File: src/design/pfes_pkg.sv
// Shared types and constants for the PowerPC function extent scanner.
// Holds the decoded item, the configuration bundle, register indexes and end reasons.
// No dependencies.
`default_nettype none

package pfes_pkg;

  localparam int ADDR_W = 32;
  localparam int WORD_W = 32;

  // Exact words and masked opcode patterns.
  localparam logic [WORD_W-1:0] XO_MASK      = 32'hFC0007FE;
  localparam logic [WORD_W-1:0] MFSPR_PAT    = 32'h7C0002A6;
  localparam logic [WORD_W-1:0] BLR_WORD     = 32'h4E800020;
  localparam logic [WORD_W-1:0] BCTR_WORD    = 32'h4E800420;
  localparam logic [WORD_W-1:0] BCLR_PAT     = 32'h4C000020;
  localparam logic [WORD_W-1:0] BCCTR_PAT    = 32'h4C000420;
  localparam logic [5:0]        PRIM_B       = 6'd18;
  localparam logic [5:0]        PRIM_BC      = 6'd16;
  // LR is SPR 8; the SPR field is stored with its two halves swapped.
  localparam logic [4:0]        SPR_LR_HI    = 5'd8;
  localparam logic [4:0]        SPR_LR_LO    = 5'd0;

  localparam logic [ADDR_W-1:0] EPI_LO_RESET = 32'h0000_0001;
  localparam logic [ADDR_W-1:0] WORD_BYTES   = 32'd4;

  typedef enum logic [1:0] {
    CFG_START  = 2'd0,
    CFG_BOUND  = 2'd1,
    CFG_EPI_LO = 2'd2,
    CFG_EPI_HI = 2'd3
  } cfg_idx_t;

  typedef enum logic [2:0] {
    RSN_ZERO    = 3'd0,
    RSN_RETURN  = 3'd1,
    RSN_BACK    = 3'd2,
    RSN_TAIL    = 3'd3,
    RSN_EPILOG  = 3'd4,
    RSN_THUNK   = 3'd5,
    RSN_OVERRUN = 3'd6
  } reason_t;

  typedef struct packed {
    logic [ADDR_W-1:0] start_addr;
    logic [ADDR_W-1:0] bound_addr;
    logic [ADDR_W-1:0] epi_lo;
    logic [ADDR_W-1:0] epi_hi;
  } cfg_t;

  // One instruction word after classification.
  typedef struct packed {
    logic              restart;
    logic              is_zero;
    logic              is_mfspr_lr;
    logic              is_ret;
    logic              is_b;
    logic              is_bc;
    logic              is_lrctr;
    logic              absolute;
    logic              link;
    logic [ADDR_W-1:0] disp;
  } item_t;

endpackage

`default_nettype wire

File: src/design/pfes_front.sv
// Front end of the scanner: accepts instruction words, classifies them and
// queues the decoded items for the back end. Depends on pfes_pkg.
`default_nettype none

module pfes_front import pfes_pkg::*; #(
  parameter int DEPTH = 2
) (
  input  wire logic              clk,
  input  wire logic              rst_n,
  input  wire logic              in_valid,
  output logic                   in_stall,
  input  wire logic [WORD_W-1:0] in_instruction_word,
  input  wire logic              in_restart,
  output logic                   q_valid,
  output item_t                  q_item,
  input  wire logic              q_pop
);

  localparam int PTR_W = (DEPTH > 1) ? $clog2(DEPTH) : 1;
  localparam int CNT_W = $clog2(DEPTH + 1);

  item_t             dec;
  item_t             mem_r [DEPTH];
  logic [PTR_W-1:0]  wr_ptr_r, wr_ptr_nxt;
  logic [PTR_W-1:0]  rd_ptr_r, rd_ptr_nxt;
  logic [CNT_W-1:0]  count_r, count_nxt;
  logic              push;
  logic [WORD_W-1:0] w;

  assign w = in_instruction_word;

  always_comb begin
    dec             = '0;
    dec.restart     = in_restart;
    dec.is_zero     = (w == '0);
    dec.is_mfspr_lr = ((w & XO_MASK) == MFSPR_PAT) && (w[20:16] == SPR_LR_HI)
                      && (w[15:11] == SPR_LR_LO);
    dec.is_ret      = (w == BLR_WORD) || (w == BCTR_WORD);
    dec.is_b        = !dec.is_ret && (w[31:26] == PRIM_B);
    dec.is_bc       = !dec.is_ret && (w[31:26] == PRIM_BC);
    dec.is_lrctr    = !dec.is_ret && (((w & XO_MASK) == BCLR_PAT) ||
                                      ((w & XO_MASK) == BCCTR_PAT));
    dec.absolute    = w[1];
    dec.link        = w[0];
    if (w[31:26] == PRIM_B) begin
      dec.disp = {{6{w[25]}}, w[25:2], 2'b00};
    end else begin
      dec.disp = {{16{w[15]}}, w[15:2], 2'b00};
    end
  end

  assign in_stall = (count_r == CNT_W'(DEPTH));
  assign push     = in_valid && !in_stall;
  assign q_valid  = (count_r != '0);
  assign q_item   = mem_r[rd_ptr_r];

  always_comb begin
    wr_ptr_nxt = wr_ptr_r;
    rd_ptr_nxt = rd_ptr_r;
    count_nxt  = count_r;
    if (push) begin
      wr_ptr_nxt = (wr_ptr_r == PTR_W'(DEPTH - 1)) ? '0 : wr_ptr_r + 1'b1;
    end
    if (q_pop) begin
      rd_ptr_nxt = (rd_ptr_r == PTR_W'(DEPTH - 1)) ? '0 : rd_ptr_r + 1'b1;
    end
    if (push && !q_pop) begin
      count_nxt = count_r + 1'b1;
    end else if (!push && q_pop) begin
      count_nxt = count_r - 1'b1;
    end
  end

  always_ff @(posedge clk) begin
    if (!rst_n) begin
      wr_ptr_r <= '0;
      rd_ptr_r <= '0;
      count_r  <= '0;
    end else begin
      wr_ptr_r <= wr_ptr_nxt;
      rd_ptr_r <= rd_ptr_nxt;
      count_r  <= count_nxt;
    end
  end

  always_ff @(posedge clk) begin
    if (push) begin
      mem_r[wr_ptr_r] <= dec;
    end
  end

endmodule

`default_nettype wire

File: src/design/pfes_back.sv
// Back end of the scanner, depends on pfes_pkg: keeps the scan state and drives
// the result register; retires one decoded item per cycle unless a held result stalls.
`default_nettype none

module pfes_back import pfes_pkg::*; (
  input  wire logic              clk,
  input  wire logic              rst_n,
  input  wire cfg_t              cfg,
  input  wire logic              q_valid,
  input  wire item_t             q_item,
  output logic                   q_pop,
  output logic                   out_valid,
  input  wire logic              out_stall,
  output logic [ADDR_W-1:0]      out_function_end,
  output logic [2:0]             out_end_reason,
  output logic                   out_ran_short
);

  logic              active_r, active_nxt;
  logic [ADDR_W-1:0] scan_addr_r, scan_addr_nxt;
  logic [ADDR_W-1:0] far_r, far_nxt;
  logic              open_r, open_nxt;
  logic [1:0]        cnt_r, cnt_nxt;
  logic              hp_r, hp_nxt;

  logic              out_valid_r, out_valid_nxt;
  logic [ADDR_W-1:0] out_end_r;
  reason_t           out_reason_r;
  logic              out_short_r;

  logic              go;
  logic              out_load;
  logic [ADDR_W-1:0] base_addr, base_far;
  logic              base_open, base_hp;
  logic [1:0]        base_cnt;
  logic [ADDR_W-1:0] addr_m4, addr_p4, addr_p8;
  logic [ADDR_W-1:0] tgt;
  logic              tgt_epi, cond, hp_new, plain_b, blk_end;
  logic [1:0]        cnt_new;
  logic [ADDR_W-1:0] far_new;
  logic              res_hit;
  reason_t           res_reason;
  logic [ADDR_W-1:0] res_end, res_plus4;
  logic              res_short;

  // The result register frees up in the same cycle that its transfer completes.
  assign q_pop    = q_valid && (!out_valid_r || !out_stall);
  assign go       = q_pop && (q_item.restart || active_r);
  assign out_load = go && res_hit;

  always_comb begin
    base_addr = q_item.restart ? cfg.start_addr : scan_addr_r;
    base_far  = q_item.restart ? cfg.start_addr : far_r;
    base_open = q_item.restart ? 1'b0 : open_r;
    base_cnt  = q_item.restart ? 2'd0 : cnt_r;
    base_hp   = q_item.restart ? 1'b0 : hp_r;

    addr_m4 = base_addr - WORD_BYTES;
    addr_p4 = base_addr + WORD_BYTES;
    addr_p8 = base_addr + (WORD_BYTES << 1);

    tgt     = q_item.absolute ? q_item.disp : q_item.disp + base_addr;
    tgt_epi = (cfg.epi_lo <= cfg.epi_hi) && (tgt >= cfg.epi_lo) && (tgt <= cfg.epi_hi);
    cond    = (base_far <= base_addr);
    hp_new  = base_hp || ((base_addr == cfg.start_addr) && q_item.is_mfspr_lr);
    cnt_new = (base_open || base_cnt == 2'd2) ? base_cnt : base_cnt + 2'd1;
    plain_b = q_item.is_b && !q_item.link;
    blk_end = q_item.is_ret || q_item.is_b || q_item.is_bc || q_item.is_lrctr;

    far_new = base_far;
    if ((q_item.is_b || q_item.is_bc) && !q_item.link && !tgt_epi && (tgt > base_far)) begin
      far_new = tgt;
    end

    res_hit    = 1'b1;
    res_reason = RSN_ZERO;
    res_end    = base_addr;
    res_plus4  = addr_p4;
    if (q_item.is_zero) begin
      res_end   = addr_m4;
      res_plus4 = base_addr;
    end else if (q_item.is_ret && cond) begin
      res_reason = RSN_RETURN;
    end else if (plain_b && (tgt >= cfg.start_addr) && (tgt < base_addr) && cond) begin
      res_reason = RSN_BACK;
    end else if (plain_b && (tgt < cfg.start_addr) && cond) begin
      res_reason = RSN_TAIL;
    end else if (plain_b && cond && tgt_epi) begin
      res_reason = RSN_EPILOG;
    end else if (plain_b && !hp_new && (cnt_new == 2'd1)) begin
      res_reason = RSN_THUNK;
    end else if ((cfg.bound_addr != '0) && (addr_p4 > cfg.bound_addr)) begin
      res_reason = RSN_OVERRUN;
      res_end    = addr_p4;
      res_plus4  = addr_p8;
    end else begin
      res_hit = 1'b0;
    end
    res_short = (cfg.bound_addr != '0) && (res_plus4 < cfg.bound_addr);
  end

  always_comb begin
    active_nxt    = active_r;
    scan_addr_nxt = scan_addr_r;
    far_nxt       = far_r;
    open_nxt      = open_r;
    cnt_nxt       = cnt_r;
    hp_nxt        = hp_r;
    if (go) begin
      active_nxt    = !res_hit;
      scan_addr_nxt = addr_p4;
      far_nxt       = far_new;
      open_nxt      = !blk_end;
      cnt_nxt       = cnt_new;
      hp_nxt        = hp_new;
    end
  end

  always_comb begin
    out_valid_nxt = out_valid_r;
    if (out_load) begin
      out_valid_nxt = 1'b1;
    end else if (out_valid_r && !out_stall) begin
      out_valid_nxt = 1'b0;
    end
  end

  always_ff @(posedge clk) begin
    if (!rst_n) begin
      active_r    <= 1'b0;
      scan_addr_r <= '0;
      far_r       <= '0;
      open_r      <= 1'b0;
      cnt_r       <= 2'd0;
      hp_r        <= 1'b0;
      out_valid_r <= 1'b0;
    end else begin
      active_r    <= active_nxt;
      scan_addr_r <= scan_addr_nxt;
      far_r       <= far_nxt;
      open_r      <= open_nxt;
      cnt_r       <= cnt_nxt;
      hp_r        <= hp_nxt;
      out_valid_r <= out_valid_nxt;
    end
  end

  always_ff @(posedge clk) begin
    if (out_load) begin
      out_end_r    <= res_end;
      out_reason_r <= res_reason;
      out_short_r  <= res_short;
    end
  end

  assign out_valid        = out_valid_r;
  assign out_function_end = out_end_r;
  assign out_end_reason   = out_reason_r;
  assign out_ran_short    = out_short_r;

  a_idle_word_silent: assert property (@(posedge clk) disable iff (!rst_n)
    (q_pop && !q_item.restart && !active_r) |-> !out_load)
    else $error("word taken while idle produced a result");

  a_result_ends_scan: assert property (@(posedge clk) disable iff (!rst_n)
    out_load |=> (!active_r && out_valid_r))
    else $error("scan still active after its result");

  a_overrun_past_bound: assert property (@(posedge clk) disable iff (!rst_n)
    (out_load && res_reason == RSN_OVERRUN) |-> (res_end > cfg.bound_addr))
    else $error("overrun reported inside the bound");

  a_block_count_sat: assert property (@(posedge clk) disable iff (!rst_n)
    cnt_r != 2'd3)
    else $error("block count passed saturation");

endmodule

`default_nettype wire

File: src/design/ppc_function_extent_scanner_core.sv
// A word that ends the function shows its result after the queue and the result register.
// Throughput: one word per cycle unless a held result is stalled at the output, set by the
// scan state update in the back end.
// Reset (synchronous, rst_n low): queue empty, no scan active, result register empty,
// registers back to start 0, bound 0, epilog range empty (low 1, high 0).
`default_nettype none

module ppc_function_extent_scanner_core import pfes_pkg::*; #(
  parameter int QUEUE_DEPTH = 2
) (
  input  wire logic              clk,
  input  wire logic              rst_n,
  input  wire logic              cfg_wr_en,
  input  wire logic [1:0]        cfg_index,
  input  wire logic [ADDR_W-1:0] cfg_wdata,
  input  wire logic              in_valid,
  output logic                   in_stall,
  input  wire logic [WORD_W-1:0] in_instruction_word,
  input  wire logic              in_restart,
  output logic                   out_valid,
  input  wire logic              out_stall,
  output logic [ADDR_W-1:0]      out_function_end,
  output logic [2:0]             out_end_reason,
  output logic                   out_ran_short
);

  cfg_t  cfg_r, cfg_nxt;
  logic  q_valid;
  item_t q_item;
  logic  q_pop;

  always_comb begin
    cfg_nxt = cfg_r;
    if (cfg_wr_en) begin
      case (cfg_idx_t'(cfg_index))
        CFG_START:  cfg_nxt.start_addr = cfg_wdata;
        CFG_BOUND:  cfg_nxt.bound_addr = cfg_wdata;
        CFG_EPI_LO: cfg_nxt.epi_lo     = cfg_wdata;
        CFG_EPI_HI: cfg_nxt.epi_hi     = cfg_wdata;
        default:    cfg_nxt = cfg_r;
      endcase
    end
  end

  always_ff @(posedge clk) begin
    if (!rst_n) begin
      cfg_r.start_addr <= '0;
      cfg_r.bound_addr <= '0;
      cfg_r.epi_lo     <= EPI_LO_RESET;
      cfg_r.epi_hi     <= '0;
    end else begin
      cfg_r <= cfg_nxt;
    end
  end

  pfes_front #(
    .DEPTH (QUEUE_DEPTH)
  ) u_front (
    .clk                 (clk),
    .rst_n               (rst_n),
    .in_valid            (in_valid),
    .in_stall            (in_stall),
    .in_instruction_word (in_instruction_word),
    .in_restart          (in_restart),
    .q_valid             (q_valid),
    .q_item              (q_item),
    .q_pop               (q_pop)
  );

  pfes_back u_back (
    .clk              (clk),
    .rst_n            (rst_n),
    .cfg              (cfg_r),
    .q_valid          (q_valid),
    .q_item           (q_item),
    .q_pop            (q_pop),
    .out_valid        (out_valid),
    .out_stall        (out_stall),
    .out_function_end (out_function_end),
    .out_end_reason   (out_end_reason),
    .out_ran_short    (out_ran_short)
  );

endmodule

`default_nettype wire

File: config.mk
export PLATFORM = sky130hd
export DESIGN_NAME = ppc_function_extent_scanner_core
export DESIGN_NICKNAME = d
export VERILOG_FILES = /design/src/design/pfes_pkg.sv /design/src/design/pfes_front.sv /design/src/design/pfes_back.sv /design/src/design/ppc_function_extent_scanner_core.sv
export SDC_FILE = /design/constraint.sdc
export NUM_CORES = 1
export LEC_CHECK = 0
export CORE_AREA = 8 8 229 231
export DETAILED_ROUTE_END_ITERATION = 12
export DIE_AREA = 0 0 237 239
export DONT_BUFFER_PORTS = 1
export PLACE_DENSITY_LB_ADDON = 0.3
export SYNTH_ARGS = -nofsm -noshare
export SYNTH_HDL_FRONTEND = slang
export SYNTH_SLANG_ARGS = --single-unit
File: constraint.sdc
create_clock -name clk -period 27.8 [get_ports clk]
set_clock_uncertainty 0.2 [all_clocks]
set_input_delay 6.95 -clock clk [delete_from_list [all_inputs] [get_ports clk]]
set_output_delay 6.95 -clock clk [all_outputs]
set_load 0.02 [all_outputs]
## After elaboration in Yosys (flattened, before gate mapping)

Memories as Yosys holds them, arrays and structs flattened. A register that Yosys moved wholly into a read port is not among the register bits.
Cells that the tools add are included.

- Bits in writable memories: 82
- Memories kept: 1
- Output and inout bits: 38
- Flip-flop bits (word level): 238

Memories:

| memory | depth | bits a word | rd ports | clocked after memory_dff | write ports | RTL line | text |
|---|---|---|---|---|---|---|---|
| u_front.mem_r | 2 | 41 | 1 | 1 | 1 | pfes_front.sv:23 | `item_t mem_r [DEPTH];` |

- Reductions and logical operators: 65
- Muxes and demuxes: 46
- $add $sub $neg: 9
- Eq/ne operators: 15
- Magnitude comparators: 10

Operators by type and width:

| kind | number |
|---|---|
| $mux 32 | 19 |
| $le 32x32->1 | 3 |
| $lt 32x32->1 | 3 |
| $eq 32x31->1 const B | 2 |
| $ge 32x32->1 | 2 |
| $gt 32x32->1 | 2 |
| $eq 16x15->1 const B | 3 |
| $add 32x3->32 const B | 1 |
| $add 32x32->32 | 1 |
| $add 32x4->32 const B | 1 |
| $eq 32x32->1 | 1 |
| $logic_not 32->1 | 1 |
| $reduce_bool 32->1 | 1 |
| $sub 32x3->32 const B | 1 |
| $logic_and 1x1->1 | 31 |
| $mux 1 | 18 |
| $eq 6x5->1 const B | 2 |
| $mux 2 | 6 |
| $logic_not 1->1 | 11 |
| $logic_or 1x1->1 | 10 |
| $mux 3 | 3 |
| $eq 2x2->1 const B | 4 |
| $reduce_and 2->1 | 4 |
| $reduce_bool 2->1 | 3 |
| other kinds (9) | 12 |

## Longest topological paths before layout

- Word-level depth: 15
- Gate-level depth with buffers: 48
- Gate-level depth less buffers: 43

## By module

Synthesis repeated with hierarchy kept, for this count alone.

- Cells, all modules: 2717
- Area total of the unflattened synthesis: 23598.9 sq um

Modules (own cells, without submodules):

| module | times used | area each (sq um) | cells each |
|---|---|---|---|
| pfes_back | 1 | 15946.5 | 2084 |
| ppc_function_extent_scanner_core | 1 | 4722.0 | 453 |
| pfes_front | 1 | 2930.3 | 180 |

## Worst setup path after synthesis

Ideal clock, no wire load.

- Path type: in2reg
- From: in out_stall
- To: reg u_back.out_reason_r[0] (netlist: u_back.out_end_reason[0]), enable pin
- Path buffers: 1
- Arrival time: 8842 ps
- Setup time: 400 ps
- Stages: 5
- Slack: 18359 ps
- Cell sequence: and2_1 -> o21bai_1 -> nor2_1 -> clkbuf_1 -> o31a_1

- Longest elaborated chain between the ends: 5

Ends and longest elaborated chain:

| item | RTL line | text |
|---|---|---|
| start, declared | ppc_function_extent_scanner_core.sv:21 | `input wire logic out_stall,` |
| $logic_not 1->1 | pfes_back.sv:47 | `assign q_pop = q_valid && (!out_valid_r \|\| !out_stall);` |
| $logic_or 1x1->1 | pfes_back.sv:47 |  |
| $logic_and 1x1->1 | pfes_back.sv:47 |  |
| $logic_and 1x1->1 | pfes_back.sv:48 | `assign go = q_pop && (q_item.restart \|\| active_r);` |
| $logic_and 1x1->1 | pfes_back.sv:49 | `assign out_load = go && res_hit;` |
| net u_back.out_load | pfes_back.sv:32 | `logic out_load;` |
| end signal, assigned | pfes_back.sv:151 | `out_reason_r <= res_reason;` |
| end, declared | pfes_back.sv:28 | `reason_t out_reason_r;` |

The timed path passes the listed nets, and every way through them passes these cells.
A chain may end at the register's enable or synchronous reset.

==> impl_metrics.env <==
export IMPL_fin_crit_sh_pct=45.8
export IMPL_syn_inst=2831
export IMPL_finalCoreUtilization_pct=52.3
export IMPL_die_w_um=237
export IMPL_vias=21200
export IMPL_fin_setup_tns_ps=0
export IMPL_synth_top_area_cell="dfxtp_1"
export IMPL_finalHoldViolations=0
export IMPL_drv_cap=0
export IMPL_crit_type="reg2reg"
export IMPL_end_kind="register"
export IMPL_io_pins=110
export IMPL_synthTopCellsByArea="dfxtp_1 (17%), ha_1 (17%), edfxtp_1 (13%), nand2_1 (7.0%), a21boi_0 (5.3%)"
export IMPL_nets=3186
export IMPL_period_needed_ps=12740
export IMPL_cpMaxStageDelayCell="a2111oi_0"
export IMPL_numCtsBuffers=38
export IMPL_cpPeakStageDelay_ps=1110
export IMPL_seq_area_frac_synth_pct=30.3
export IMPL_grt_antenna_before_repair=5
export IMPL_path_common_cell="o21a_1"
export IMPL_finalNonFillerCells=3451
export IMPL_rsz0062_at_grt="false"
export IMPL_dp_hpwl_um=65400
export IMPL_routabilityCongestion=0.987
export IMPL_ctsRootBufferMaster="clkbuf_16"
export IMPL_syn_nets=3216
export IMPL_wire_per_inst_um=24.1
export IMPL_row_count=81
export IMPL_fp_dieArea_um2=56600
export IMPL_status="complete, no violations"
export IMPL_die_h_um=239
export IMPL_route_detailed_drc=0
export IMPL_synth_edff_count=102
export IMPL_peakVddDrop_mv=0.0679
export IMPL_r2r_setup_slack_ps=15060
export IMPL_cts_clk_slew_worst_paths_ps=60
export IMPL_place_area_um2=24200
export IMPL_start_util_pct=48.5
export IMPL_drive_above_1_share_pct=6.23
export IMPL_arrival_ps=12990
export IMPL_grt_max_degree=209
export IMPL_p_sw_share_pct=44.6
export IMPL_portBuffers=0
export IMPL_netSwitchingPower_uw=999
export IMPL_max_freq_mhz=78.5
export IMPL_setup_viol=0
export IMPL_required_ps=28040
export IMPL_hold_buffers=0
export IMPL_vias_per_cell=6.15
export IMPL_grt_pass1_wl_um=124000
export IMPL_holdCritPathClass="reg2reg"
export IMPL_p_comb_share_pct=51.9
export IMPL_area_growth_pct=8.00
export IMPL_synth_top_flop_cell="dfxtp_1"
export IMPL_power_density_nw_per_um2=88.2
export IMPL_max_slew_margin_rel_pct=9.24
export IMPL_cts_buffer_depth=3
export IMPL_wirelength_um=83200
export IMPL_finalInstanceArea_um2=25400
export IMPL_cts_tree="yes"
export IMPL_yosysWarnings=0
export IMPL_drt_pre_antenna_iters=6
export IMPL_ant_nets=0
export IMPL_cts_resized=0
export IMPL_cp_max_fo=74
export IMPL_synth_area_um2=23500
export IMPL_dr_first_iter_drc_count=1993
export IMPL_gr_total_overflow=0
export IMPL_h_tree_depth=2
export IMPL_cell_internal_pwr_mw=1.24
export IMPL_postCtsSetupRepairBufs=0
export IMPL_start_kind="register"
export IMPL_synth_seq_cells=305
export IMPL_insertion_delay_ps=570
export IMPL_core_area_um2=48500
export IMPL_placed_cells=3383
export IMPL_cellLeakagePower_nw=10.2
export IMPL_synth_top_area_share_pct=17.3
export IMPL_p_clk_share_pct=21.8
export IMPL_async_reset_ff_share_pct=0
export IMPL_seqPwrFrac_pct=26.3
export IMPL_numClockSinks=305
export IMPL_hold_ws_ps=262
export IMPL_grt_pass1_vias=20300
export IMPL_tightest_slew_ps=1330
export IMPL_syn_area_per_cell_um2=8.31
export IMPL_grt_usage_pct=28.4
export IMPL_fill_cells=4515
export IMPL_synth_distinct_cells=87
export IMPL_slew_violations=0
-- critical path, delay by kind of cell (launching register included) --
family / cells / cell delay [ps]
multiplexers: 2 / 1100
adder cells (fa/ha/maj): 3 / 1040
flip-flops: 1 / 310
XOR/XNOR: 2 / 470
AO/OA/AOI/OAI: 28 / 6120
buffers and inverters: 7 / 2550
AND/OR/NAND/NOR: 3 / 720
-- state kept, by name (all words and copies together) (netlist names), 2 cells and up, named ones only --
name / count
u_front.mem_r: 66
u_front.count_r: 2
cfg_r: 128
u_back.far_r: 32
u_back.out_function_end: 32
u_back.scan_addr_r: 32
u_back.cnt_r: 2
u_back.out_end_reason: 3
-- layer usage --
| metal | wire length [um] | vias up | part of all wire, % | global-route usage, % |
|---|---|---|---|---|
| met3 | 6020 | 213 | 7.2 | 4.63 |
| met2 | 37400 | 932 | 45 | 45.8 |
| li1 | - | 10000 | - | - |
| met1 | 35300 | 10100 | 42 | 36.4 |
| met4 | 4480 | 2 | 5.4 | 14.9 |
| met5 | 13 | - | 0.016 | 0 |
-- cell usage after synthesis, types with 74 or more instances --
master    count
xnor2_1      97
a21boi_0    165
nor2_1      160
dfxtp_1     203
nand2_1     440
a21o_1      117
inv_1       216
nand4_1      74
edfxtp_1    102
a21oi_1     170
o21ai_0     102
clkbuf_1     93
ha_1        313
-- through the flow --
stage / total power [mW] / worst slack [ps]
after floorplan: 1.38 / 18360
after global placement: 1.71 / 15680
after detailed placement: 1.73 / 15320
after CTS: 2.23 / 15270
after global routing: 2.38 / 14310
final: 2.24 / 15060
-- power groups by stage --
| stage | registers [mW] | clock network, mW | logic, mW |
|---|---|---|---|
| floorplan | 0.586 | 0 | 0.790 |
| global placement | 0.597 | 0 | 1.11 |
| detailed placement | 0.599 | 0 | 1.13 |
| CTS | 0.590 | 0.497 | 1.14 |
| global route | 0.594 | 0.514 | 1.28 |
| finish | 0.589 | 0.489 | 1.16 |
-- placed cells by master (no fill, tap or decap), types with 9 or more instances in the layout --
cell type,synthesis,layout
a211oi_1,17,17
a21boi_0,165,165
a21o_1,117,117
a21oi_1,170,169
a21oi_2,13,13
a221oi_1,14,14
a22oi_1,9,9
a31oi_1,12,12
and2_1,41,41
and3_1,12,12
buf_4,5,48
clkbuf_1,93,9
clkbuf_16,0,38
dfxtp_1,203,202
edfxtp_1,102,102
ha_1,313,313
inv_1,216,216
mux2_2,23,23
mux2i_1,38,36
nand2_1,440,440
nand2b_1,15,15
nand3_1,50,50
nand4_1,74,74
nor2_1,160,157
nor2b_1,20,20
nor3_1,55,55
nor4_1,36,36
o211ai_1,19,19
o21a_1,21,21
o21ai_0,102,102
o22ai_1,10,10
xnor2_1,97,97
xor2_1,17,17
-- kinds of logic (layout without fill, tap and decap cells) --
logic type | count (synthesis) | after routing | synth area share [%]
DFF | 305 | 305 | 30.3
AOI/OAI and AO/OA | 750 | 750 | 21.7
xor gates and xnor gates | 114 | 114 | 4.24
muxes | 66 | 66 | 3.09
buffers and inverters | 342 | 338 | 5.71
other | 0 | 2 | 0
and+or+nand+nor | 941 | 941 | 18.3
adders and majority gates | 313 | 313 | 16.6
-- worst paths after layout --
kind,endpoint,startpoint,cells past startpoint
worst max register to register,u_back.out_ran_short$_DFFE_PP_,register,45
worst max-delay path,u_back.out_ran_short$_DFFE_PP_,register,45
worst min register to register,cfg_r[100]$_SDFFE_PN0P_,cfg_r[100]$_SDFFE_PN0P_,2
worst min-delay path,cfg_r[100]$_SDFFE_PN0P_,cfg_r[100]$_SDFFE_PN0P_,2
-- final cells by class --
cell class                 count  area (um2)  area share [%]
timing repair buffer          48         360            1.42
clock inverter                18         195           0.768
multi-input combinational   2184       15100            59.4
sequential                   305        7130            28.1
tap                          622         778            3.06
inverter                     224         841            3.31
clock buffer                  48         998            3.93
antenna                        2        5.00          0.0197
Note: power is estimated with default switching activity, not from simulation.
